<file path="src/rtl/mts_pkg.sv">
// Shared constants and types of the min tracking stack.
`default_nettype none

package mts_pkg;

	localparam int STACK_DEPTH = 64;
	localparam int ADDR_W      = (STACK_DEPTH > 1) ? $clog2(STACK_DEPTH) : 1;
	localparam int CNT_W       = $clog2(STACK_DEPTH + 1);
	localparam int VALUE_W     = 32;
	localparam int COUNT_W     = 7;
	localparam int STATUS_W    = 2;

	typedef logic [STATUS_W-1:0] status_t;

	localparam status_t STATUS_OK    = 2'd0;
	localparam status_t STATUS_FULL  = 2'd1;
	localparam status_t STATUS_EMPTY = 2'd2;

endpackage

`default_nettype wire

</file>
<file path="src/rtl/mts_if.sv">
// Request and response channel interfaces of the min tracking stack.
`default_nettype none

interface mts_req_if;
	logic                                  valid;
	logic                                  ready;
	logic                                  operation;
	logic signed [mts_pkg::VALUE_W-1:0]    push_value;

	modport source(output valid, operation, push_value, input ready);
	modport sink(input valid, operation, push_value, output ready);
endinterface

interface mts_rsp_if;
	logic                                  valid;
	logic                                  ready;
	logic signed [mts_pkg::VALUE_W-1:0]    top_value;
	logic signed [mts_pkg::VALUE_W-1:0]    min_value;
	logic                                  is_empty;
	logic [mts_pkg::COUNT_W-1:0]           entry_count;
	mts_pkg::status_t                      status;

	modport source(output valid, top_value, min_value, is_empty, entry_count, status,
		input ready);
	modport sink(input valid, top_value, min_value, is_empty, entry_count, status,
		output ready);
endinterface

`default_nettype wire

</file>
<file path="src/rtl/mts_ram.sv">
// Generic simple dual-port RAM with registered read.
`default_nettype none

module mts_ram #(
	parameter int WIDTH = 32,
	parameter int DEPTH = 64
) (
	input  wire logic                                     clk,
	input  wire logic                                     we,
	input  wire logic [((DEPTH > 1) ? $clog2(DEPTH) : 1)-1:0] waddr,
	input  wire logic [WIDTH-1:0]                         wdata,
	input  wire logic                                     re,
	input  wire logic [((DEPTH > 1) ? $clog2(DEPTH) : 1)-1:0] raddr,
	output logic      [WIDTH-1:0]                         rdata
);

	logic [WIDTH-1:0] mem_q [DEPTH];

	always_ff @(posedge clk) begin
		if (we) begin
			mem_q[waddr] <= wdata;
		end
		if (re) begin
			rdata <= mem_q[raddr];
		end
	end

endmodule

`default_nettype wire

</file>
<file path="src/rtl/min_tracking_stack_core.sv">
// Min tracking stack: LIFO of signed words that reports the running minimum.
//
// req carries one word per operation: operation 0 pushes push_value, 1 pops.
// rsp returns exactly one word per request, describing the stack afterwards:
// top_value, min_value (both 0 when empty), is_empty, entry_count and status
// (ok, push refused on full, pop refused on empty).
// The top entry lives in registers; entries below it sit in one RAM of
// STACK_DEPTH words, each holding the value and the minimum up to it.
// Push, a refused operation or a pop down to an empty stack: the response is
// registered and valid in the cycle after acceptance, one request per cycle
// while rsp.ready is high. Pop with two or more entries: the new top is read
// from the RAM (registered read) and loaded into the top registers in
// ST_POP_RD, which raises the response; requests wait while in ST_POP_RD.
// A response waiting on a stalled rsp.ready blocks further requests; a request
// is taken in the same cycle the pending response leaves.
// Reset (arst_n low) empties the stack at once; RAM contents need no clearing.
`default_nettype none

module min_tracking_stack_core (
	input wire logic   clk,
	input wire logic   arst_n,
	mts_req_if.sink    req,
	mts_rsp_if.source  rsp
);

	typedef enum logic [1:0] {
		ST_IDLE   = 2'b01,
		ST_POP_RD = 2'b10
	} state_t;

	localparam int RAM_W = 2 * mts_pkg::VALUE_W;

	state_t                                state_q;
	logic [mts_pkg::CNT_W-1:0]             count_q;
	logic                                  out_valid_q;
	mts_pkg::status_t                      status_q;
	logic signed [mts_pkg::VALUE_W-1:0]    top_val_q;
	logic signed [mts_pkg::VALUE_W-1:0]    top_min_q;

	logic                                  accept;
	logic                                  is_push;
	logic                                  cnt_zero;
	logic                                  cnt_one;
	logic                                  cnt_full;
	logic signed [mts_pkg::VALUE_W-1:0]    new_min;
	logic                                  ram_we;
	logic                                  ram_re;
	logic [mts_pkg::ADDR_W-1:0]            ram_waddr;
	logic [mts_pkg::ADDR_W-1:0]            ram_raddr;
	logic [RAM_W-1:0]                      ram_rdata;
	logic signed [mts_pkg::VALUE_W-1:0]    rd_val;
	logic signed [mts_pkg::VALUE_W-1:0]    rd_min;

	assign accept   = req.valid && req.ready;
	assign is_push  = !req.operation;
	assign cnt_zero = (count_q == '0);
	assign cnt_one  = (count_q == mts_pkg::CNT_W'(1));
	assign cnt_full = (count_q == mts_pkg::CNT_W'(mts_pkg::STACK_DEPTH));

	assign new_min = (!cnt_zero && (top_min_q < req.push_value)) ? top_min_q
		: req.push_value;

	// Push spills the current top into the RAM; pop refills it from the entry below.
	assign ram_we    = accept && is_push && !cnt_full && !cnt_zero;
	assign ram_waddr = mts_pkg::ADDR_W'(count_q - mts_pkg::CNT_W'(1));
	assign ram_re    = accept && !is_push && !cnt_zero && !cnt_one;
	assign ram_raddr = mts_pkg::ADDR_W'(count_q - mts_pkg::CNT_W'(2));

	assign rd_val = ram_rdata[RAM_W-1:mts_pkg::VALUE_W];
	assign rd_min = ram_rdata[mts_pkg::VALUE_W-1:0];

	mts_ram #(
		.WIDTH(RAM_W),
		.DEPTH(mts_pkg::STACK_DEPTH)
	) u_ram (
		.clk   (clk),
		.we    (ram_we),
		.waddr (ram_waddr),
		.wdata ({top_val_q, top_min_q}),
		.re    (ram_re),
		.raddr (ram_raddr),
		.rdata (ram_rdata)
	);

	always_ff @(posedge clk or negedge arst_n) begin
		if (!arst_n) begin
			state_q     <= ST_IDLE;
			count_q     <= '0;
			out_valid_q <= 1'b0;
		end else begin
			case (state_q)
				ST_IDLE: begin
					if (accept) begin
						if (is_push && !cnt_full) begin
							count_q <= count_q + mts_pkg::CNT_W'(1);
						end else if (!is_push && !cnt_zero) begin
							count_q <= count_q - mts_pkg::CNT_W'(1);
						end
						state_q     <= ram_re ? ST_POP_RD : ST_IDLE;
						out_valid_q <= !ram_re;
					end else if (rsp.ready) begin
						out_valid_q <= 1'b0;
					end
				end
				ST_POP_RD: begin
					state_q     <= ST_IDLE;
					out_valid_q <= 1'b1;
				end
				default: begin
					state_q <= ST_IDLE;
				end
			endcase
		end
	end

	always_ff @(posedge clk) begin
		if (state_q == ST_POP_RD) begin
			top_val_q <= rd_val;
			top_min_q <= rd_min;
			status_q  <= mts_pkg::STATUS_OK;
		end else if (accept) begin
			if (is_push) begin
				if (cnt_full) begin
					status_q <= mts_pkg::STATUS_FULL;
				end else begin
					top_val_q <= req.push_value;
					top_min_q <= new_min;
					status_q  <= mts_pkg::STATUS_OK;
				end
			end else begin
				status_q <= cnt_zero ? mts_pkg::STATUS_EMPTY : mts_pkg::STATUS_OK;
			end
		end
	end

	assign req.ready = (state_q == ST_IDLE) && (!out_valid_q || rsp.ready);

	assign rsp.valid       = out_valid_q;
	assign rsp.is_empty    = cnt_zero;
	assign rsp.top_value   = cnt_zero ? '0 : top_val_q;
	assign rsp.min_value   = cnt_zero ? '0 : top_min_q;
	assign rsp.entry_count = mts_pkg::COUNT_W'(count_q);
	assign rsp.status      = status_q;

endmodule

`default_nettype wire

</file>
<file path="src/flat_wrapper.sv">
// flat-port wrapper written by rule: the top's interface ports become plain ports
module min_tracking_stack_core_flat 
  (clk, arst_n, req_valid, req_operation, req_push_value, req_ready, rsp_valid, rsp_top_value, rsp_min_value, rsp_is_empty, rsp_entry_count, rsp_status, rsp_ready);
  mts_req_if req_i ();
  mts_rsp_if rsp_i ();
  input wire logic clk;
  input wire logic arst_n;
  input wire logic [$bits(req_i.valid)-1:0] req_valid;
  input wire logic [$bits(req_i.operation)-1:0] req_operation;
  input wire logic [$bits(req_i.push_value)-1:0] req_push_value;
  output wire logic [$bits(req_i.ready)-1:0] req_ready;
  output wire logic [$bits(rsp_i.valid)-1:0] rsp_valid;
  output wire logic [$bits(rsp_i.top_value)-1:0] rsp_top_value;
  output wire logic [$bits(rsp_i.min_value)-1:0] rsp_min_value;
  output wire logic [$bits(rsp_i.is_empty)-1:0] rsp_is_empty;
  output wire logic [$bits(rsp_i.entry_count)-1:0] rsp_entry_count;
  output wire logic [$bits(rsp_i.status)-1:0] rsp_status;
  input wire logic [$bits(rsp_i.ready)-1:0] rsp_ready;
  assign req_i.valid = req_valid;
  assign req_i.operation = req_operation;
  assign req_i.push_value = req_push_value;
  assign req_ready = req_i.ready;
  assign rsp_valid = rsp_i.valid;
  assign rsp_top_value = rsp_i.top_value;
  assign rsp_min_value = rsp_i.min_value;
  assign rsp_is_empty = rsp_i.is_empty;
  assign rsp_entry_count = rsp_i.entry_count;
  assign rsp_status = rsp_i.status;
  assign rsp_i.ready = rsp_ready;
  min_tracking_stack_core u_core (.clk(clk), .arst_n(arst_n), .req(req_i), .rsp(rsp_i));
endmodule
</file>
<file path="config.mk">
export PLATFORM = sky130hd
export DESIGN_NAME = min_tracking_stack_core_flat
export DESIGN_NICKNAME = d
export VERILOG_FILES = /design/src/rtl/mts_pkg.sv /design/src/rtl/mts_if.sv /design/src/rtl/mts_ram.sv /design/src/rtl/min_tracking_stack_core.sv /design/src/flat_wrapper.sv
export SDC_FILE = /design/constraint.sdc
export NUM_CORES = 2
export LEC_CHECK = 0
export ABC_AREA = 0
export BUFFER_PORTS_ARGS = -buffer_cell sky130_fd_sc_hd__buf_4
export CORE_MARGIN = 5
export CORE_UTILIZATION = 59
export DETAILED_ROUTE_END_ITERATION = 6
export PLACE_DENSITY = 0.75
export SLEW_MARGIN = 20
export SYNTH_ARGS = -nofsm -noshare
export SYNTH_HDL_FRONTEND = slang
export SYNTH_SLANG_ARGS = --single-unit
</file>
<file path="constraint.sdc">
create_clock -name clk -period 17.9 [get_ports clk]
set_input_delay 0.895 -clock clk [delete_from_list [all_inputs] [get_ports clk]]
set_output_delay 0.895 -clock clk [all_outputs]
set_load 0.02 [all_outputs]
</file>
=== Word-level counts from Yosys, hierarchy flattened ===
Memory sizes are Yosys's and may differ from the RTL's. A register that Yosys moved wholly into a read port is not among the register bits.
Index checks and enable logic that the tools add are counted.

* Mux-type cells: 24
* Reductions and logical operators: 26
* Equality and inequality tests: 9
* Add/subtract/negate cells: 3
* $lt $le $gt $ge: 1

{| class="wikitable"
|+ Operator list
! operator !! number
|-
| two-way mux 32 bit || 11
|-
| < comparator 32 bit || 1
|-
| two-way mux 7 bit || 2
|-
| logical AND 1 bit || 11
|-
| two-way mux 2 bit || 5
|-
| adder 7 x 1 -> 7 bit, second input constant || 1
|-
| == test 7 x 1 -> 1 bit, second input constant || 1
|-
| == test 7 bit, second input constant || 1
|-
| logical NOT 7 bit || 1
|-
| subtractor 7 x 1 -> 7 bit, second input constant || 1
|-
| logical NOT 1 bit || 6
|-
| AND reduction 3 bit || 2
|-
| nonzero test 2 bit || 3
|-
| subtractor 6 x 2 -> 6 bit, second input constant || 1
|-
| two-way mux 1 bit || 5
|-
| != test 2 x 1 -> 1 bit, second input constant || 2
|-
| != test 2 bit, second input constant || 2
|-
| AND reduction 4 bit || 1
|-
| != test 3 x 2 -> 1 bit, second input constant || 1
|-
| == test 2 x 1 -> 1 bit, second input constant || 1
|-
| == test 2 bit, second input constant || 1
|-
| case mux 1 bit (2 select lines) || 1
|-
| AND reduction 2 bit || 1
|-
| logical OR 1 bit || 1
|}

* Input port bits: 37
* Memories: 1
* Output and inout bits: 76
* Logic and storage cells: 70
* RAM bits: 4096
* Bits in registers: 76

{| class="wikitable"
|+ Memories
! name !! words !! bits a word !! read ports !! clocked after memory_dff !! wr ports !! RTL line !! source
|-
| u_core.u_ram.mem_q || 64 || 64 || 1 || 1 || 1 || mts_ram.sv:17 || <nowiki>logic [WIDTH-1:0] mem_q [DEPTH];</nowiki>
|}

=== Logic depth before layout (Yosys ltp) ===
* Depth after elaboration: 10
* Gate-level depth with buffers: 16
* Gate-level depth less buffers: 8

=== Hierarchy ===
Synthesis repeated with hierarchy kept, for this count alone.

* Cell total of the unflattened synthesis: 7122
* Area, all modules: 161711.3 um^2

{| class="wikitable"
|+ By module, submodules not included
! module !! area an instance (um^2) !! cells each !! sequential area each (um^2) !! times used
|-
| mts_ram || 156989.3 || 6598 || 124919.8 || 1
|-
| min_tracking_stack_core || 4722.0 || 524 || 2213.4 || 1
|}

=== Least setup slack after synthesis ===
No wires, ideal clock.

* Path type: flip-flop to flip-flop
* Start: reg u_core.count_q (netlist bit u_core.rsp.entry_count[1])
* End: mem u_core.u_ram.mem_q[13][0] (netlist name), enable pin
* Arrival time: 5.752 ns
* Path buffers: 6
* Cell stages (with the launch flop): 13
* Required time: 17.413 ns
* Setup slack: 11.662 ns
* Period minus slack after synthesis: 6.238 ns
* Setup time: 0.487 ns
* Cells stage by stage: dfrtp_1 buf_2 buf_2 buf_2 buf_2 buf_1 inv_1 ha_1 clkbuf_1 and3_1 nor4_1 nand3_1 nor2_1

* Cells in the longest elaborated chain, start to end: 6
* Elaborated cells on any way between the ends: 9
* Those cells by class: 1 x add/sub; 1 x eq/ne; 2 x mux; 5 x reduce/logical

{| class="wikitable"
|+ RTL lines
! item !! RTL line !! source
|-
| from (decl) || min_tracking_stack_core.sv:34 || <nowiki>logic [mts_pkg::CNT_W-1:0] count_q;</nowiki>
|-
| from (signal assigned) || min_tracking_stack_core.sv:95 || <nowiki>count_q <= count_q + mts_pkg::CNT_W'(1);</nowiki>
|-
| from (signal assigned) || min_tracking_stack_core.sv:97 || <nowiki>count_q <= count_q - mts_pkg::CNT_W'(1);</nowiki>
|-
| == test 7 bit || min_tracking_stack_core.sv:58 || <nowiki>assign cnt_full = (count_q == mts_pkg::CNT_W'(mts_pkg::STACK_DEPTH));</nowiki>
|-
| logical NOT 1 bit || min_tracking_stack_core.sv:64 || <nowiki>assign ram_we = accept && is_push && !cnt_full && !cnt_zero;</nowiki>
|-
| logical AND 1 bit (2 in series) || min_tracking_stack_core.sv:64 ||
|-
| two-way mux 1 bit || mts_ram.sv:20 || <nowiki>if (we) begin</nowiki>
|-
| two-way mux 1 bit (implied by the code) || mts_ram.sv:21 || <nowiki>mem_q[waddr] <= wdata;</nowiki>
|-
| to (decl) || mts_ram.sv:17 ||
|}

Parallel ways exist; a longest one is shown, timed or not.

=== Worst setup path after layout ===
* Start: reg u_core.count_q (netlist bit u_core.rsp.entry_count[0])
* End: mem u_core.u_ram.mem_q[37][42] (netlist name), enable pin

The elaborated chain is that of the path after synthesis.

==> metrics <==
status finished clean; crit path kind reg -> reg; Avg Cell Area, Syn 24.1 um^2; final worst-path cycle share 33.8%; post-synthesis sequential area ratio 78.6%; Top Family by Delay on Critical Path simple AND/OR/NAND/NOR gates; cell area after synthesis 162,000 um^2; first-pass GRT wire length 630,000 um; worst r2r src u_core.rsp.entry_count[0]; Post-Layout Cell Count 11,079; Total Power 0.0302 W; Synth Instances 6,722; endpoints failing setup 0; Worst path slowest cell nor2_4; synth warn 0; Leak Pwr 56.6 nW; share of cells above drive strength 1 30.3%; CTS tree yes; reg2reg setup slack 11.85 ns; final antenna-violating net count 0; IO Pins 113; most used cell, CP buf_4; fillcell total 15,983; GP Congestion 0.874; hold path start req_operation; die width 533 um; Via density 7.27; Clock Skews 0.0823 ns; Slew HR 22.1%; Async SR Flop Fraction 0.236%; cell area power density 166 nW/um^2; initial DRC count 13,794; Tot GR Track Use 31.6%; clk buf depth 4; crit path time final 6.05 ns; Yosys cell types 46; worst path bufs/invs 3; Routed WL 451,000 um; HPWL after DPL 229,000 um; row count 192; initial antenna violation count 17; worst vdd ir 0.000169 V; Reg clk slew, reported paths 0.06 ns; synthesis-to-layout area growth 12.3%; fin nets 7,218; CTS root buf clkbuf_16; Die Y 533 um; Worst Hold End u_core.rsp.entry_count[6]; crit end category flip-flop; Final Util 66.4%; grt ovf 0; latest clock arrival within the worst-skew pair 0.94 ns; final worst slack 11.85 ns; Seq cells post-synth 4,236; Worst R2R End u_core.u_ram.mem_q[37][42]; EDFF count, synth 4,224; cells on worst reg2reg path 8; # H-tree levels 5; RSZ-0062 raised after global routing false; # DRC 0; vias 80,541; vias in the first global route 80,899; largest net degree at the start of global routing 148; postcts setup bufs 0; Placed Cells incl. Taps 10,319; TritonCTS Sinks 4,236; Worst EP required 18.40 ns; Critical Path Max Stage Delay 1.13 ns; crit path launch type flip-flop; WL/cell 40.7 um; CP max FO 39; Top FF cell, synth edfxtp_1; Least-Margin Pin Slew 1.17 ns; max-slew violation count 0; detailed-router iteration count before antenna repair 7; MaxCap Viol Count 0; Core Box Area 273,000 um^2; final hold viol count 0; Fin Setup TNS 0 ns; CTS Buf Count 407; CP Data Arrival Time 6.56 ns; critical path, cell by cell inv_1 -> ha_1 -> and3_1 -> nor4_1 -> nand3_1 -> nor2_4 -> buf_4 -> buf_4; Mapped Nets 6,798; total die area 285,000 um^2; Hold Path Stages 2; Worst Hold Class in -> reg; fmax 165 MHz; Place WS 12.04 ns; initial core utilization 59.2%; number of port buffers 112
[sequential cells by signal, indices dropped and copies added (netlist names)]
signal / cells
u_core.top_val_q: 32
u_core.u_ram.rdata: 64
u_core.u_ram.mem_q: 4096
u_core.rsp.entry_count: 7
u_core.top_min_q: 32
u_core.state_q: 2
u_core.rsp.status: 2
u_core.rsp.valid: 1
[placed cells by master, fill, tap and decap left out, types with 22 or more instances in the layout]
master and n:
o22ai_1 194, clkinv_1 76, mux2i_1 66, nand2b_1 32, a211oi_1 66, mux4_2 1216, clkbuf_16 409, buf_4 349
nor2_1 82, nor2b_1 66, clkbuf_1 69, ha_1 37, clkinv_2 84, edfxtp_1 4224, a21oi_1 22, inv_1 44
nand2_1 154, nor2_4 65, bufinv_16 57
[worst max path at each step]
stage | startpoint | end | slack [ns] | cells past startpoint
6_report | u_core.rsp.entry_count[0] | u_core.u_ram.mem_q[37][42] | 11.85 | 8
5_1_grt | u_core.rsp.entry_count[0] | u_core.u_ram.rdata[21] | 11.65 | 8
4_1_cts | u_core.rsp.entry_count[0] | u_core.u_ram.mem_q[37][42] | 11.95 | 8
3_5_place_dp | u_core.rsp.entry_count[0] | u_core.u_ram.mem_q[37][41] | 12.04 | 8
3_3_place_gp | u_core.rsp.entry_count[0] | u_core.u_ram.mem_q[37][41] | 12.18 | 8
2_1_floorplan | u_core.rsp.entry_count[1] | u_core.u_ram.mem_q[13][0] | 11.66 | 12
[where the power goes]
| part | leakage (nW) | switching [W] | internal, W |
|---|---|---|---|
| registers | 38.1 | 0.000192 | 0.0116 |
| clock network | 6.55 | 0.00373 | 0.00503 |
| logic | 11.9 | 0.00546 | 0.00409 |
| total | 56.6 | 0.00938 | 0.0208 |
[final cells by class]
type,count,area [um^2],share of cell area [%]
flip-flops and latches,4236,127000,70.1
multi-input cells,2087,33300,18.3
clock buffers,478,10500,5.78
well taps,3589,4490,2.47
clock inverters,266,2960,1.63
repair buffers,366,2960,1.63
inverters,44,165,0.0910
diodes,13,32.5,0.0179
[through the flow]
| step | hold slack [ns] | area [um^2] |
|---|---|---|
| 6_report | 0.294 | 181000 |
| 5_1_grt | 0.263 | 181000 |
| 4_1_cts | 0.248 | 181000 |
| 3_5_place_dp | 0.454 | 168000 |
| 3_3_place_gp | 0.446 | 168000 |
| 2_1_floorplan | 0.493 | 162000 |
[synthesized netlist by cell type, types with 21 or more instances]
cell	n	share of area (%)
o22ai_1	194	0.75
ha_1	39	0.30
a21oi_1	23	0.071
buf_4	41	0.19
edfxtp_1	4224	78
buf_2	115	0.36
nor2b_1	67	0.26
nand2_1	155	0.36
mux2i_1	66	0.41
clkbuf_1	167	0.39
buf_1	21	0.049
nand2b_1	33	0.13
a211oi_1	66	0.31
nor2_1	147	0.34
mux4_2	1216	17
inv_1	44	0.10
[per-layer routing]
layer	GRT usage (%)	routed length, um	vias up
li1	-	-	29777
met1	42.1	148000	42214
met2	49.0	215000	7204
met3	8.46	58800	1332
met4	16.2	28400	14
met5	0	273	-
[what timing repair did]
item	in CTS	in global routing
gates resized for setup	0	0
hold buffers	1	0
endpoints found under the hold margin	9	0
[logic make-up after synthesis]
logic type / after synthesis / share of synthesized area, %
DFF: 4236 / 78.6
xor gates and xnor gates: 13 / 0.0704
AOI/OAI and AO/OA: 314 / 1.26
adders and majority gates: 39 / 0.302
muxes: 1282 / 17.3
and+or+nand+nor: 439 / 1.22
buffers and inverters: 399 / 1.16
No activity file was read; power rests on OpenSTA's default activity.
